### config.mk
export PLATFORM = sky130hd
export DESIGN_NAME = touch_contact_qualifier
export DESIGN_NICKNAME = d
export VERILOG_FILES = /design/src/tcq_pkg.sv /design/src/touch_contact_qualifier.sv /design/src/tcq_mul.sv /design/src/tcq_div.sv /design/src/tcq_map.sv
export SDC_FILE = /design/constraint.sdc
export NUM_CORES = 1
export LEC_CHECK = 0
export ABC_AREA = 1
export BUFFER_PORTS_ARGS = -buffer_cell sky130_fd_sc_hd__buf_2
export CAP_MARGIN = 10
export CELL_PAD_IN_SITES_DETAIL_PLACEMENT = 0
export CELL_PAD_IN_SITES_GLOBAL_PLACEMENT = 1
export CORE_MARGIN = 2
export CORE_UTILIZATION = 40
export DETAILED_ROUTE_END_ITERATION = 12
export PLACE_DENSITY = 0.7
export SETUP_SLACK_MARGIN = 0.4
export SYNTH_ARGS = -nofsm -noshare
export SYNTH_HDL_FRONTEND = slang
export SYNTH_SLANG_ARGS = --single-unit
### constraint.sdc
create_clock -name clk -period 7.3 [get_ports clk]
set_clock_uncertainty 0.2 [all_clocks]
set_input_delay 0.73 -clock clk [delete_from_list [all_inputs] [get_ports clk]]
set_output_delay 0.73 -clock clk [all_outputs]
set_load 0.005 [all_outputs]
### src/tcq_pkg.sv
// shared constants, codes and state types for the touch contact qualifier
`timescale 1ns / 1ps

package tcq_pkg;

  localparam int COORD_BITS_DEF = 12;
  localparam int DISP_BITS      = 13;
  localparam int HOLD_BITS      = 14;
  localparam int POINT_BITS     = 16;
  localparam int CFG_IDX_BITS   = 3;

  localparam int TAP_MAX_POLLS  = 5;
  localparam int RUN_WRAP       = 10000;
  localparam int POINT_MAX      = 2 ** (POINT_BITS - 1) - 1;
  localparam int POINT_MIN_MAG  = 2 ** (POINT_BITS - 1);

  localparam int SRC_X_A_RST    = 800;
  localparam int SRC_X_B_RST    = 0;
  localparam int SRC_Y_A_RST    = 480;
  localparam int SRC_Y_B_RST    = 0;
  localparam int DISP_W_RST     = 800;
  localparam int DISP_H_RST     = 480;

  typedef enum logic [1:0] {
    EV_NONE     = 2'd0,
    EV_PRESSED  = 2'd1,
    EV_RELEASED = 2'd2,
    EV_FAIL     = 2'd3
  } event_t;

  typedef enum logic [CFG_IDX_BITS-1:0] {
    REG_FILTER_ENABLE = 3'd0,
    REG_SWAP_AXES     = 3'd1,
    REG_SRC_X_A       = 3'd2,
    REG_SRC_X_B       = 3'd3,
    REG_SRC_Y_A       = 3'd4,
    REG_SRC_Y_B       = 3'd5,
    REG_DISP_WIDTH    = 3'd6,
    REG_DISP_HEIGHT   = 3'd7
  } cfg_reg_t;

  typedef enum logic [1:0] {
    ST_IDLE,
    ST_MAP_X,
    ST_MAP_Y,
    ST_EMIT
  } qual_state_t;

  typedef enum logic [1:0] {
    MS_IDLE,
    MS_MUL,
    MS_DIV
  } map_state_t;

endpackage

### src/touch_contact_qualifier.sv
// top level: poll qualification, wake handling, two-axis mapping and result register
`timescale 1ns / 1ps

//  channel   | handshake              | beat contents
//  ----------+------------------------+------------------------------------------------
//  poll in   | in_valid / in_ready    | contact, raw_x, raw_y, display_asleep
//  event out | out_valid / out_ready  | event_res, point_x, point_y, wake_request
//  config    | cfg_wr_en (no stall)   | cfg_index, cfg_data
//
//  a mapped tap runs the map unit on each axis in turn: a serial multiply, a serial divide
//  and a saturation, with registered handover between them; a zero source range skips the
//  multiply and divide for that axis and maps it to 0; any other poll goes straight to the
//  result register; one poll is in flight at a time
//  the result register lets the next poll be taken while a beat waits on out_ready
//  rst is synchronous; it restores the register defaults and clears all run state

module touch_contact_qualifier import tcq_pkg::*; #(
  parameter int COORD_BITS = COORD_BITS_DEF
) (
  input  logic                         clk,
  input  logic                         rst,
  // configuration writes
  input  logic                         cfg_wr_en,
  input  logic [CFG_IDX_BITS-1:0]      cfg_index,
  input  logic [((COORD_BITS > DISP_BITS) ? COORD_BITS : DISP_BITS)-1:0] cfg_data,
  // poll samples
  input  logic                         in_valid,
  output logic                         in_ready,
  input  logic                         contact,
  input  logic [COORD_BITS-1:0]        raw_x,
  input  logic [COORD_BITS-1:0]        raw_y,
  input  logic                         display_asleep,
  // qualified events
  output logic                         out_valid,
  input  logic                         out_ready,
  output logic [1:0]                   event_res,
  output logic signed [POINT_BITS-1:0] point_x,
  output logic signed [POINT_BITS-1:0] point_y,
  output logic                         wake_request
);

  localparam int CMP_W = COORD_BITS + POINT_BITS;

  // configuration registers
  logic                         filter_enable;
  logic                         swap_axes;
  logic [COORD_BITS-1:0]        src_x_a;
  logic [COORD_BITS-1:0]        src_x_b;
  logic [COORD_BITS-1:0]        src_y_a;
  logic [COORD_BITS-1:0]        src_y_b;
  logic [DISP_BITS-1:0]         disp_width;
  logic [DISP_BITS-1:0]         disp_height;

  // contact run state
  logic [HOLD_BITS-1:0]         hold_count;
  logic                         held_before;
  logic [COORD_BITS-1:0]        kept_x;
  logic [COORD_BITS-1:0]        kept_y;
  logic                         pressed_latched;
  logic                         wake_pending;
  logic                         wake_released;

  logic [HOLD_BITS-1:0]         hold_count_next;
  logic [HOLD_BITS-1:0]         hold_base;
  logic                         held_before_next;
  logic [COORD_BITS-1:0]        kept_x_next;
  logic [COORD_BITS-1:0]        kept_y_next;
  logic                         pressed_latched_next;
  logic                         wake_pending_next;
  logic                         wake_released_next;
  logic                         tap;
  event_t                       ev_next;
  logic                         wake_next;
  logic                         map_next;

  // poll in flight
  qual_state_t                  state;
  qual_state_t                  state_next;
  logic                         need_map;
  event_t                       res_ev;
  logic                         res_wake;
  logic [COORD_BITS-1:0]        ux;
  logic [COORD_BITS-1:0]        uy;
  logic signed [POINT_BITS-1:0] mx;
  logic signed [POINT_BITS-1:0] my;

  // map unit hookup
  logic                         map_go;
  logic                         map_start;
  logic                         map_done;
  logic signed [POINT_BITS-1:0] map_res;
  logic [COORD_BITS-1:0]        map_v;
  logic [COORD_BITS-1:0]        map_a;
  logic [COORD_BITS-1:0]        map_b;
  logic [DISP_BITS-1:0]         map_d;

  // result beat
  logic                         accept;
  logic                         load;
  logic                         in_x;
  logic                         in_y;
  event_t                       ev_emit;
  logic [POINT_BITS-1:0]        px_emit;
  logic [POINT_BITS-1:0]        py_emit;

  assign accept = in_valid && in_ready;

  // configuration port, taken whenever the enable is high
  always_ff @(posedge clk) begin
    if (rst) begin
      filter_enable <= 1'b1;
      swap_axes     <= 1'b0;
      src_x_a       <= COORD_BITS'(SRC_X_A_RST);
      src_x_b       <= COORD_BITS'(SRC_X_B_RST);
      src_y_a       <= COORD_BITS'(SRC_Y_A_RST);
      src_y_b       <= COORD_BITS'(SRC_Y_B_RST);
      disp_width    <= DISP_BITS'(DISP_W_RST);
      disp_height   <= DISP_BITS'(DISP_H_RST);
    end else if (cfg_wr_en) begin
      case (cfg_reg_t'(cfg_index))
        REG_FILTER_ENABLE: filter_enable <= cfg_data[0];
        REG_SWAP_AXES:     swap_axes     <= cfg_data[0];
        REG_SRC_X_A:       src_x_a       <= cfg_data[COORD_BITS-1:0];
        REG_SRC_X_B:       src_x_b       <= cfg_data[COORD_BITS-1:0];
        REG_SRC_Y_A:       src_y_a       <= cfg_data[COORD_BITS-1:0];
        REG_SRC_Y_B:       src_y_b       <= cfg_data[COORD_BITS-1:0];
        REG_DISP_WIDTH:    disp_width    <= cfg_data[DISP_BITS-1:0];
        REG_DISP_HEIGHT:   disp_height   <= cfg_data[DISP_BITS-1:0];
        default: ;
      endcase
    end
  end

  // poll qualification: what the run state becomes if this beat is taken
  assign hold_base = (hold_count > HOLD_BITS'(RUN_WRAP)) ? '0 : hold_count;

  always_comb begin
    hold_count_next      = hold_count;
    held_before_next     = held_before;
    kept_x_next          = kept_x;
    kept_y_next          = kept_y;
    pressed_latched_next = pressed_latched;
    wake_pending_next    = wake_pending;
    wake_released_next   = wake_released;
    tap                  = 1'b0;
    ev_next              = EV_NONE;
    wake_next            = 1'b0;
    map_next             = 1'b0;

    if (filter_enable) begin
      if (contact) begin
        // long runs wrap so the counter never overflows
        hold_count_next  = hold_base + HOLD_BITS'(1);
        kept_x_next      = raw_x;
        kept_y_next      = raw_y;
        held_before_next = 1'b1;
      end else begin
        // short contact that just ended counts as a tap
        if (hold_count <= HOLD_BITS'(TAP_MAX_POLLS) && held_before) begin
          pressed_latched_next = 1'b1;
          tap                  = 1'b1;
        end
        hold_count_next  = '0;
        held_before_next = 1'b0;
      end
    end else if (contact) begin
      kept_x_next          = raw_x;
      kept_y_next          = raw_y;
      pressed_latched_next = 1'b1;
      tap                  = 1'b1;
    end

    if (tap) begin
      if (display_asleep) begin
        wake_pending_next  = 1'b1;
        wake_released_next = 1'b0;
        wake_next          = 1'b1;
      end else if (!(wake_pending && !wake_released)) begin
        map_next = 1'b1;
      end
    end else if (!contact && pressed_latched) begin
      pressed_latched_next = 1'b0;
      ev_next              = EV_RELEASED;
      wake_released_next   = 1'b1;
      wake_pending_next    = 1'b0;
    end
  end

  always_ff @(posedge clk) begin
    if (rst) begin
      hold_count      <= '0;
      held_before     <= 1'b0;
      kept_x          <= '0;
      kept_y          <= '0;
      pressed_latched <= 1'b0;
      wake_pending    <= 1'b0;
      wake_released   <= 1'b0;
    end else if (accept) begin
      hold_count      <= hold_count_next;
      held_before     <= held_before_next;
      kept_x          <= kept_x_next;
      kept_y          <= kept_y_next;
      pressed_latched <= pressed_latched_next;
      wake_pending    <= wake_pending_next;
      wake_released   <= wake_released_next;
    end
  end

  // per-poll payload, held until the beat is emitted
  always_ff @(posedge clk) begin
    if (accept) begin
      need_map <= map_next;
      res_ev   <= ev_next;
      res_wake <= wake_next;
      ux       <= swap_axes ? kept_y_next : kept_x_next;
      uy       <= swap_axes ? kept_x_next : kept_y_next;
    end
    if (state == ST_MAP_X && map_done) begin
      mx <= map_res;
    end
    if (state == ST_MAP_Y && map_done) begin
      my <= map_res;
    end
  end

  // one map unit shared between the axes
  always_comb begin
    if (state == ST_MAP_X) begin
      map_v = ux;
      map_a = src_x_a;
      map_b = src_x_b;
      map_d = disp_width;
    end else begin
      map_v = uy;
      map_a = src_y_a;
      map_b = src_y_b;
      map_d = disp_height;
    end
  end

  tcq_map #(
    .COORD_BITS (COORD_BITS)
  ) u_map (
    .clk   (clk),
    .rst   (rst),
    .start (map_start),
    .v     (map_v),
    .a     (map_a),
    .b     (map_b),
    .d     (map_d),
    .done  (map_done),
    .res   (map_res)
  );

  // sequencer
  always_ff @(posedge clk) begin
    if (rst) begin
      state     <= ST_IDLE;
      map_start <= 1'b0;
    end else begin
      state     <= state_next;
      map_start <= map_go;
    end
  end

  always_comb begin
    state_next = state;
    map_go     = 1'b0;
    load       = 1'b0;
    in_ready   = 1'b0;
    case (state)
      ST_IDLE: begin
        in_ready = 1'b1;
        if (in_valid) begin
          state_next = map_next ? ST_MAP_X : ST_EMIT;
          map_go     = map_next;
        end
      end
      ST_MAP_X: begin
        if (map_done) begin
          state_next = ST_MAP_Y;
          map_go     = 1'b1;
        end
      end
      ST_MAP_Y: begin
        if (map_done) begin
          state_next = ST_EMIT;
        end
      end
      ST_EMIT: begin
        // wait for the result register to free up
        if (!out_valid || out_ready) begin
          load       = 1'b1;
          state_next = ST_IDLE;
        end
      end
      default: begin
        state_next = ST_IDLE;
      end
    endcase
  end

  // bounds check against the mapping origins
  assign in_x = !mx[POINT_BITS-1] && (CMP_W'(mx[POINT_BITS-2:0]) < CMP_W'(src_x_a));
  assign in_y = !my[POINT_BITS-1] && (CMP_W'(my[POINT_BITS-2:0]) < CMP_W'(src_y_a));

  always_comb begin
    if (need_map) begin
      ev_emit = (in_x && in_y) ? EV_PRESSED : EV_FAIL;
      px_emit = mx;
      py_emit = my;
    end else begin
      ev_emit = res_ev;
      px_emit = '0;
      py_emit = '0;
    end
  end

  // result register
  always_ff @(posedge clk) begin
    if (rst) begin
      out_valid <= 1'b0;
    end else if (load) begin
      out_valid <= 1'b1;
    end else if (out_ready) begin
      out_valid <= 1'b0;
    end
  end

  always_ff @(posedge clk) begin
    if (load) begin
      event_res    <= ev_emit;
      point_x      <= $signed(px_emit);
      point_y      <= $signed(py_emit);
      wake_request <= res_wake;
    end
  end

endmodule

### src/tcq_mul.sv
// bit-serial shift-add multiplier, one multiplier bit per cycle
`timescale 1ns / 1ps

module tcq_mul import tcq_pkg::*; #(
  parameter int A_W = COORD_BITS_DEF,
  parameter int B_W = DISP_BITS
) (
  input  logic               clk,
  input  logic               rst,
  input  logic               start,
  input  logic [A_W-1:0]     mcand,
  input  logic [B_W-1:0]     mplier,
  output logic               done,
  output logic [A_W+B_W-1:0] product
);

  localparam int P_W   = A_W + B_W;
  localparam int CNT_W = $clog2(B_W);

  logic             busy;
  logic [CNT_W-1:0] cnt;
  logic [A_W-1:0]   mc;
  logic [P_W-1:0]   acc;
  logic [A_W:0]     sum;

  // upper half plus multiplicand when the current multiplier bit is set
  assign sum = {1'b0, acc[P_W-1:B_W]} + (acc[0] ? {1'b0, mc} : '0);

  always_ff @(posedge clk) begin
    if (rst) begin
      busy <= 1'b0;
      done <= 1'b0;
      cnt  <= '0;
    end else begin
      done <= 1'b0;
      if (start) begin
        busy <= 1'b1;
        cnt  <= CNT_W'(B_W - 1);
      end else if (busy) begin
        if (cnt == '0) begin
          busy <= 1'b0;
          done <= 1'b1;
        end else begin
          cnt <= cnt - 1'b1;
        end
      end
    end
  end

  always_ff @(posedge clk) begin
    if (start) begin
      mc  <= mcand;
      acc <= {{A_W{1'b0}}, mplier};
    end else if (busy) begin
      acc <= {sum, acc[B_W-1:1]};
    end
  end

  assign product = acc;

endmodule

### src/tcq_div.sv
// bit-serial restoring divider, one quotient bit per cycle
`timescale 1ns / 1ps

module tcq_div import tcq_pkg::*; #(
  parameter int N_W = COORD_BITS_DEF + DISP_BITS,
  parameter int D_W = COORD_BITS_DEF
) (
  input  logic           clk,
  input  logic           rst,
  input  logic           start,
  input  logic [N_W-1:0] dividend,
  input  logic [D_W-1:0] divisor,
  output logic           done,
  output logic [N_W-1:0] quotient
);

  localparam int CNT_W = $clog2(N_W);

  logic             busy;
  logic [CNT_W-1:0] cnt;
  logic [D_W-1:0]   rem;
  logic [D_W-1:0]   dv;
  logic [N_W-1:0]   quo;
  logic [D_W:0]     shifted;
  logic [D_W:0]     trial;
  logic             ge;

  assign shifted = {rem, quo[N_W-1]};
  assign trial   = shifted - {1'b0, dv};
  assign ge      = shifted >= {1'b0, dv};

  always_ff @(posedge clk) begin
    if (rst) begin
      busy <= 1'b0;
      done <= 1'b0;
      cnt  <= '0;
    end else begin
      done <= 1'b0;
      if (start) begin
        busy <= 1'b1;
        cnt  <= CNT_W'(N_W - 1);
      end else if (busy) begin
        if (cnt == '0) begin
          busy <= 1'b0;
          done <= 1'b1;
        end else begin
          cnt <= cnt - 1'b1;
        end
      end
    end
  end

  always_ff @(posedge clk) begin
    if (start) begin
      rem <= '0;
      dv  <= divisor;
      quo <= dividend;
    end else if (busy) begin
      rem <= ge ? trial[D_W-1:0] : shifted[D_W-1:0];
      quo <= {quo[N_W-2:0], ge};
    end
  end

  assign quotient = quo;

endmodule

### src/tcq_map.sv
// one-axis linear mapping: sign split, serial multiply, serial divide, saturation
`timescale 1ns / 1ps

module tcq_map import tcq_pkg::*; #(
  parameter int COORD_BITS = COORD_BITS_DEF
) (
  input  logic                         clk,
  input  logic                         rst,
  input  logic                         start,
  input  logic [COORD_BITS-1:0]        v,
  input  logic [COORD_BITS-1:0]        a,
  input  logic [COORD_BITS-1:0]        b,
  input  logic [DISP_BITS-1:0]         d,
  output logic                         done,
  output logic signed [POINT_BITS-1:0] res
);

  localparam int PROD_W = COORD_BITS + DISP_BITS;

  map_state_t                state;
  map_state_t                state_next;

  logic [COORD_BITS:0]       diff_va;
  logic [COORD_BITS:0]       diff_ba;
  logic [COORD_BITS:0]       neg_va;
  logic [COORD_BITS:0]       neg_ba;
  logic [COORD_BITS-1:0]     va_mag;
  logic [COORD_BITS-1:0]     ba_mag;
  logic [DISP_BITS-1:0]      dm1_mag;
  logic                      d_zero;

  logic                      neg;
  logic [COORD_BITS-1:0]     span_mag;

  logic                      mul_go;
  logic                      mul_done;
  logic [PROD_W-1:0]         prod;
  logic                      div_go;
  logic                      div_done;
  logic [PROD_W-1:0]         quo;

  logic                      fin;
  logic [POINT_BITS-1:0]     res_next;
  logic [POINT_BITS-1:0]     sat;
  logic [POINT_BITS-1:0]     quo_low;

  // magnitudes and signs of (v - a), (d - 1) and (b - a)
  assign diff_va = {1'b0, v} - {1'b0, a};
  assign diff_ba = {1'b0, b} - {1'b0, a};
  assign neg_va  = -diff_va;
  assign neg_ba  = -diff_ba;
  assign va_mag  = diff_va[COORD_BITS] ? neg_va[COORD_BITS-1:0] : diff_va[COORD_BITS-1:0];
  assign ba_mag  = diff_ba[COORD_BITS] ? neg_ba[COORD_BITS-1:0] : diff_ba[COORD_BITS-1:0];
  assign d_zero  = (d == '0);
  assign dm1_mag = d_zero ? DISP_BITS'(1) : d - 1'b1;

  tcq_mul #(
    .A_W (COORD_BITS),
    .B_W (DISP_BITS)
  ) u_mul (
    .clk     (clk),
    .rst     (rst),
    .start   (mul_go),
    .mcand   (va_mag),
    .mplier  (dm1_mag),
    .done    (mul_done),
    .product (prod)
  );

  tcq_div #(
    .N_W (PROD_W),
    .D_W (COORD_BITS)
  ) u_div (
    .clk      (clk),
    .rst      (rst),
    .start    (div_go),
    .dividend (prod),
    .divisor  (span_mag),
    .done     (div_done),
    .quotient (quo)
  );

  // saturate the signed quotient to the point range
  assign quo_low = quo[POINT_BITS-1:0];
  always_comb begin
    if (neg) begin
      sat = (quo > PROD_W'(POINT_MIN_MAG)) ? POINT_BITS'(POINT_MIN_MAG) : -quo_low;
    end else begin
      sat = (quo > PROD_W'(POINT_MAX)) ? POINT_BITS'(POINT_MAX) : quo_low;
    end
  end

  always_ff @(posedge clk) begin
    if (rst) begin
      state <= MS_IDLE;
      done  <= 1'b0;
    end else begin
      state <= state_next;
      done  <= fin;
    end
  end

  always_ff @(posedge clk) begin
    if (state == MS_IDLE && start) begin
      neg      <= diff_va[COORD_BITS] ^ d_zero ^ diff_ba[COORD_BITS];
      span_mag <= ba_mag;
    end
    if (fin) begin
      res <= $signed(res_next);
    end
  end

  always_comb begin
    state_next = state;
    mul_go     = 1'b0;
    div_go     = 1'b0;
    fin        = 1'b0;
    res_next   = sat;
    case (state)
      MS_IDLE: begin
        if (start) begin
          if (ba_mag == '0) begin
            // zero source range maps to 0
            fin      = 1'b1;
            res_next = '0;
          end else begin
            mul_go     = 1'b1;
            state_next = MS_MUL;
          end
        end
      end
      MS_MUL: begin
        if (mul_done) begin
          div_go     = 1'b1;
          state_next = MS_DIV;
        end
      end
      MS_DIV: begin
        if (div_done) begin
          fin        = 1'b1;
          state_next = MS_IDLE;
        end
      end
      default: begin
        state_next = MS_IDLE;
      end
    endcase
  end

endmodule

==> out/metrics.cfg, run 1 <==
[routing]
final_antenna_net_count = 0
first_pass_iters = 7
routed_wirelength_mm = 45.94
drt-vias-per-instance = 4.970
drc = 0
drtIter0Drc = 1010
wl_per_cell_um = 15.70
via_count = 14550

[critical_path]
reg2regPathDepth = 18
critPathArrivalTime_ns = 5.25
path_buf_inv = 3
cp.required_ns = 7.28
critPathMaxFanout = 37
critPathCapture = u_map.res[9]
criticalPathCategory = flop to flop
slowest_delay_ns = 0.67
crit_cells = 18
crit_path_start_kind = flop
cpMaxStageDelayCell = ha_2
ff2ff_setup_slack_ns = 2.03
cp_common_cell = nand2_1
reg2reg_to = u_map.res[9]
end_kind = flop
cp_cell_sequence = inv_1 > ha_2 > inv_2 > nand2_1 > nand2_1 > ha_1 > nand2_1 > nand3b_1 > nand2_1 > a21oi_1 > nand2_1 > inv_2 > nand2_1 > xor2_1 > nand4_1 > nor2_1 > nand3_2 > nand2_1
crit_start = state[1]
rr_startpoint = state[1]
crit_family = simple AND/OR/NAND/NOR gates

[yosys]
syn_area_per_cell_um2 = 8.162
synthArstFlopShare_pct = 0
synth-edff-count = 185
ys_seq_elements = 347
ys.flop_type = edfxtp_1
yosysWarnings = 0
synthTopCellsByCount = nand2_1, inv_1, o21ai_0
syn-cell-area_mm2 = 0.01824
syn_inst = 2235
synth_area_leaders = edfxtp_1, dfxtp_1, nand2_1
yosysMostFrequentCell = nand2_1
synth_cell_types = 52
netlist.area_leader.share_pct = 30.45
seq_area_frac_synth_pct = 48.23
synthesis.nets = 2365
yosys.area.top_type = edfxtp_1

[sta]
drv_slew = 0
rsz0062_at_grt = no
finalSetupViolCount = 0
fin_crit_ns = 5.270
fmax_ghz = 0.1898
post-route-period-util_pct = 72.19
worstMarginPinSlew_ns = 1.049
finalHoldViolations = 0
whs_ns = 0.2046
setup_tns_ns = 0
relSlewSlack_pct = 30.06

[cells_and_area]
finalNonFillerCells = 2927
drive_gt1_share_pct = 10.36
nNetsFinal = 2425
multi_input_area_mm2 = 0.008039
synthToLayoutAreaGrowth_pct = 12.26
diodes = 0
fillCellCount = 4474
area.sequential_mm2 = 0.008798
postLayoutCellArea_mm2 = 0.02048

[pwr]
power_frac_comb_pct = 30.9
intPower_mw = 4.130
seqPwrFrac_pct = 37.8
p_sw_share_pct = 34.81
power_switching_mw = 2.206
pwr-share-clk_pct = 31.4
p_leak_nw = 9.055
power_density_mw_per_mm2 = 309.4
irDropWorstVdd_mv = 0.1932

[clock_tree]
clkSinkCount = 347
cts-root-buf = clkbuf_16
clk_path_buf_depth = 3
cts_tree = built
postCtsHoldBufs = 0
htreeDepth = 2
clk_pin_slew_ns = 0.06
cts_resized = 0
cts_setup_buffers = 0
clk_latency_ns = 0.57
cts_buffers = 40

[grt]
track_usage_pct = 19.86
grt_pass1_wl_mm = 74.43
grt_max_degree = 105
grt_pass1_vias = 13950
antenna_found_initial = 1
grt-ovfl-total = 0

[placement]
dp.cells = 2853
dpl_cell_area_mm2 = 0.01918
io_buffers = 83
hpwl_mm = 33.96
globalplace.congestion = 0.8464

[die]
die_h_um = 217.6
initial_core_util_pct = 40.37
ios = 84
core_mm2 = 0.04519
dieArea_mm2 = 0.04733
die_width_um = 217.6
row_count = 78

[outcome]
status = completed

[job]
drv_cap = 0

[hold_path]
min_path_type = flop to flop

registers in the layout (all words and copies together) (netlist names), 13 cells and up:
| register | flops |
|---|---|
| disp_height | 13 |
| disp_width | 13 |
| hold_count | 14 |
| mx | 16 |
| my | 16 |
| point_x | 16 |
| point_y | 16 |
| u_map.res | 16 |
| u_map.u_div.quotient | 25 |
| u_map.u_mul.product | 25 |
routing by layer:
metal,global-route usage [%],wire length (um)
met1,26.71,21710
met2,33.28,21370
met3,2.399,1730
met4,6.347,1128
met5,0,0
cells in the final DEF, fill, tap and decap left out, types with 43 or more instances in the layout:
| cell | Yosys | routed |
|---|---|---|
| nor2_1 | 184 | 184 |
| xor2_1 | 43 | 43 |
| nand2_1 | 527 | 527 |
| inv_1 | 271 | 270 |
| a21oi_1 | 160 | 159 |
| edfxtp_1 | 185 | 185 |
| dfxtp_1 | 162 | 162 |
| nand3_1 | 94 | 94 |
| o21ai_0 | 207 | 207 |
| buf_2 | 2 | 83 |
| ha_1 | 81 | 80 |
power groups by stage:
stage	Sequential, mW	Combinational, mW	Clock, mW
floorplan	2.41	1.45	0
global placement	2.43	1.94	0
detailed placement	2.43	1.96	0
CTS	2.39	1.97	2.05
global route	2.41	2.23	2.12
finish	2.39	1.95	1.99
how the worst min path moves through the flow:
stage	from	end	slack, ns	cells after the start
after global placement	u_map.span_mag[1]	u_map.u_div.dv[1]	0.20	0
after global routing	u_map.span_mag[0]	u_map.u_div.dv[0]	0.21	0
after floorplan	u_map.span_mag[0]	u_map.u_div.dv[0]	0.20	0
final	u_map.span_mag[0]	u_map.u_div.dv[0]	0.20	0
after CTS	cfg_data[12]	disp_width[12]	0.21	3
after detailed placement	u_map.span_mag[0]	u_map.u_div.dv[0]	0.21	0
per-stage QoR:
step	setup WS, ns	power [mW]	utilization (%)
after floorplan	2.398	3.864	-
after global placement	2.192	4.372	42.44
after detailed placement	2.016	4.389	42.44
after CTS	1.989	6.406	45.32
after global routing	1.524	6.761	45.32
final	2.030	6.336	45.32
kinds of logic after synthesis:
| kind of cell | count (synthesis) | synth area share (%) |
|---|---|---|
| XOR/XNOR | 54 | 2.593 |
| flip-flops | 347 | 48.23 |
| AO/OA/AOI/OAI | 440 | 12.88 |
| multiplexers | 25 | 1.379 |
| adder cells (fa/ha/maj) | 83 | 5.775 |
| AND/OR/NAND/NOR | 921 | 21.31 |
| buffers and inverters | 365 | 7.833 |
area by class of cell:
| cell class | count | share of cell area [%] |
|---|---|---|
| Sequential cell | 347 | 42.96 |
| Multi-Input combinational cell | 1523 | 39.25 |
| Clock buffer | 57 | 5.602 |
| Inverter | 288 | 5.285 |
| Tap cell | 600 | 3.666 |
| Timing Repair Buffer | 95 | 2.468 |
| Clock inverter | 17 | 0.7637 |
(Power assumes the default switching activity.)
==> run 2, diff against run 1 <==
clock period = 5.5 ns   (was 7.3 ns; I/O delays follow)
==> run 2 against run 1 <==
Non-clock buffer count rose by 3; design area is 0.21% lower; sequential share of layout area rose by 0.092 points; critical path depth is 5 higher; highest routed layer unchanged; via count rose by 0.61%; global-route usage rose by 0.099 points; die area did not move; final cell count is essentially flat.
==> out/metrics.cfg, run 2 (synthesized netlist as in run 1, its figures left out) <==
[routing]
drtIter0Drc = 912  ; -9.7%
wl_per_cell_um = 15.93  ; +1.5%
drc = 0  ; unchanged
first_pass_iters = 7  ; unchanged
via_count = 14640  ; +0.61%
drt-vias-per-instance = 4.998  ; +0.58%
routed_wirelength_mm = 46.63  ; +1.5%
final_antenna_net_count = 0  ; unchanged

[critical_path]
critPathMaxFanout = 57  ; +54%
cp_cell_sequence = inv_1 > ha_2 > buf_6 > o21ai_0 > ha_1 > inv_1 > nor2_1 > nand3_2 > nand2_2 > nand2_1 > nand2_1 > nand2_1 > nor2_1 > nand3_1 > nor2_1 > nand2_1 > nand2_1 > nand2_1 > nand2_2 > nor2_1 > nand3_2 > nand2_4 > inv_2
reg2regPathDepth = 23  ; +5
cpMaxStageDelayCell = inv_2
crit_path_start_kind = flop
reg2reg_to = u_map.u_mul.mc[0]
critPathArrivalTime_ns = 4.57  ; -0.68 ns
end_kind = flop
ff2ff_setup_slack_ns = 0.93  ; -1.10 ns
slowest_delay_ns = 0.51  ; -0.16 ns
criticalPathCategory = flop to flop
cp_common_cell = nand2_1
rr_startpoint = state[1]
cp.required_ns = 5.50  ; -1.78 ns

[pwr]
power_density_mw_per_mm2 = 406.2  ; +31%
irDropWorstVdd_mv = 0.2578  ; +33%
p_leak_nw = 9.036  ; -0.20%

[sta]
relSlewSlack_pct = 32.17  ; +2.1 points
setup_tns_ns = 0  ; unchanged
fin_crit_ns = 4.568  ; -0.7023 ns
fmax_ghz = 0.2189  ; +15%
rsz0062_at_grt = no
drv_slew = 0  ; unchanged
finalSetupViolCount = 0  ; unchanged
finalHoldViolations = 0  ; unchanged
post-route-period-util_pct = 83.05  ; +11 points
worstMarginPinSlew_ns = 1.015  ; -0.03398 ns

[clock_tree]
clk_path_buf_depth = 3  ; unchanged
htreeDepth = 2  ; unchanged
clk_latency_ns = 0.58  ; about the same
cts-root-buf = clkbuf_16
cts_setup_buffers = 0  ; unchanged
cts_buffers = 39  ; -2.5%
clkSinkCount = 347  ; unchanged
clk_pin_slew_ns = 0.06  ; about the same
cts_tree = built

[cells_and_area]
multi_input_area_mm2 = 0.008041  ; about the same
fillCellCount = 4466  ; -0.18%
layout_common_cells = nand2_1, inv_1, o21ai_0
utilization_pct = 45.23  ; -0.097 points
diodes = 0  ; unchanged
mostFrequentLayoutCell = nand2_1
nNetsFinal = 2427  ; +0.082%
drive_gt1_share_pct = 10.31  ; -0.047 points
area.sequential_mm2 = 0.008798  ; unchanged
finalNonFillerCells = 2928  ; +0.034%
synthToLayoutAreaGrowth_pct = 12.02

[die]
row_count = 78  ; unchanged
die_width_um = 217.6  ; unchanged
die_h_um = 217.6  ; unchanged
dieArea_mm2 = 0.04733  ; unchanged
core_mm2 = 0.04519  ; unchanged
ios = 84  ; unchanged
initial_core_util_pct = 40.37  ; unchanged

[grt]
track_usage_pct = 19.96  ; +0.099 points
antenna_found_initial = 0  ; -1
grt_max_degree = 100  ; -4.8%
grt_pass1_vias = 13710  ; -1.7%
grt-ovfl-total = 0  ; unchanged
grt_pass1_wl_mm = 74.18  ; -0.34%

[hold_path]
holdPathEnd = filter_enable
min_path_cells = 5  ; +5
holdCritStartpoint = cfg_index[2]
min_path_type = input port to flop

[placement]
hpwl_mm = 34.35  ; +1.2%
io_buffers = 83  ; unchanged
globalplace.congestion = 0.8610  ; +1.7%
dp.cells = 2855  ; +0.070%

[job]
drv_cap = 0  ; unchanged

[outcome]
status = completed

## run 2: cell types whose count changed in the layout (fill, tap and decap cells not counted), moves of 2 or more
| cell | before | now |
|---|---|---|
| clkinv_4 | 2 | 0 |
| clkinv_1 | 4 | 8 |
| clkbuf_1 | 11 | 9 |
| clkbuf_2 | 0 | 3 |
| clkbuf_16 | 42 | 39 |
| clkinv_8 | 0 | 2 |
| clkbuf_8 | 4 | 1 |
## run 2: final cells by class
class | count | area share, %
clock inverters | 20 | 0.9306
well taps | 600 | 3.674
repair buffers | 98 | 2.614
clock buffers | 52 | 5.082
inverters | 288 | 5.296
multi-input cells | 1523 | 39.35
flip-flops and latches | 347 | 43.05
## run 2: repair_timing
item | 4_1_cts | 5_1_grt
gates resized for setup | 0 | 2
hold buffers | 1 | 0
hold endpoints to repair | 2 | 0
endpoints found under the setup margin | 0 | 48
## run 2: power by group
group,internal [mW],switching [mW]
Clock,1.44,1.10
Combinational,0.861,1.73
Sequential,3.07,0.101
Total,5.38,2.93
## run 2: worst max-delay path: cells and delay by family (launching register included)
family          cells  cell delay, ns
simple gates       16            1.61
fa+ha+maj           2            0.63
buf+inv             4            1.12
flops               1            0.32
compound gates      1            0.25
## run 2: worst max-delay path by stage
stage,slack [ns],cells after the start,end,startpoint
after floorplan,0.60,25,u_map.res[0],state[1]
after global placement,0.84,18,u_map.u_mul.product[9],state[1]
after detailed placement,0.66,18,u_map.u_mul.product[8],state[1]
after CTS,0.66,18,u_map.u_mul.product[3],state[1]
after global routing,0.43,23,u_map.u_mul.mc[4],state[1]
final,0.93,23,u_map.u_mul.mc[0],state[1]
## run 2: metrics by stage
step	setup WS (ns)	cell area, um2	total power [mW]	hold slack, ns
3_5_place_dp	0.6603	19190	5.836	0.2045
2_1_floorplan	0.5975	18240	5.129	0.2003
6_report	0.9324	20440	8.301	0.09991
5_1_grt	0.4252	20440	8.868	0.1006
4_1_cts	0.6623	20430	8.401	0.06501
3_3_place_gp	0.8391	19190	5.820	0.2066
## run 2: layer usage
| metal | vias to the layer above | routed length (um) | track usage, % |
|---|---|---|---|
| met5 | - | 0 | 0 |
| met4 | 0 | 917 | 4.977 |
| met3 | 57 | 2238 | 3.082 |
| met2 | 314 | 21740 | 33.21 |
| met1 | 6750 | 21730 | 27.16 |
| li1 | 7514 | - | - |
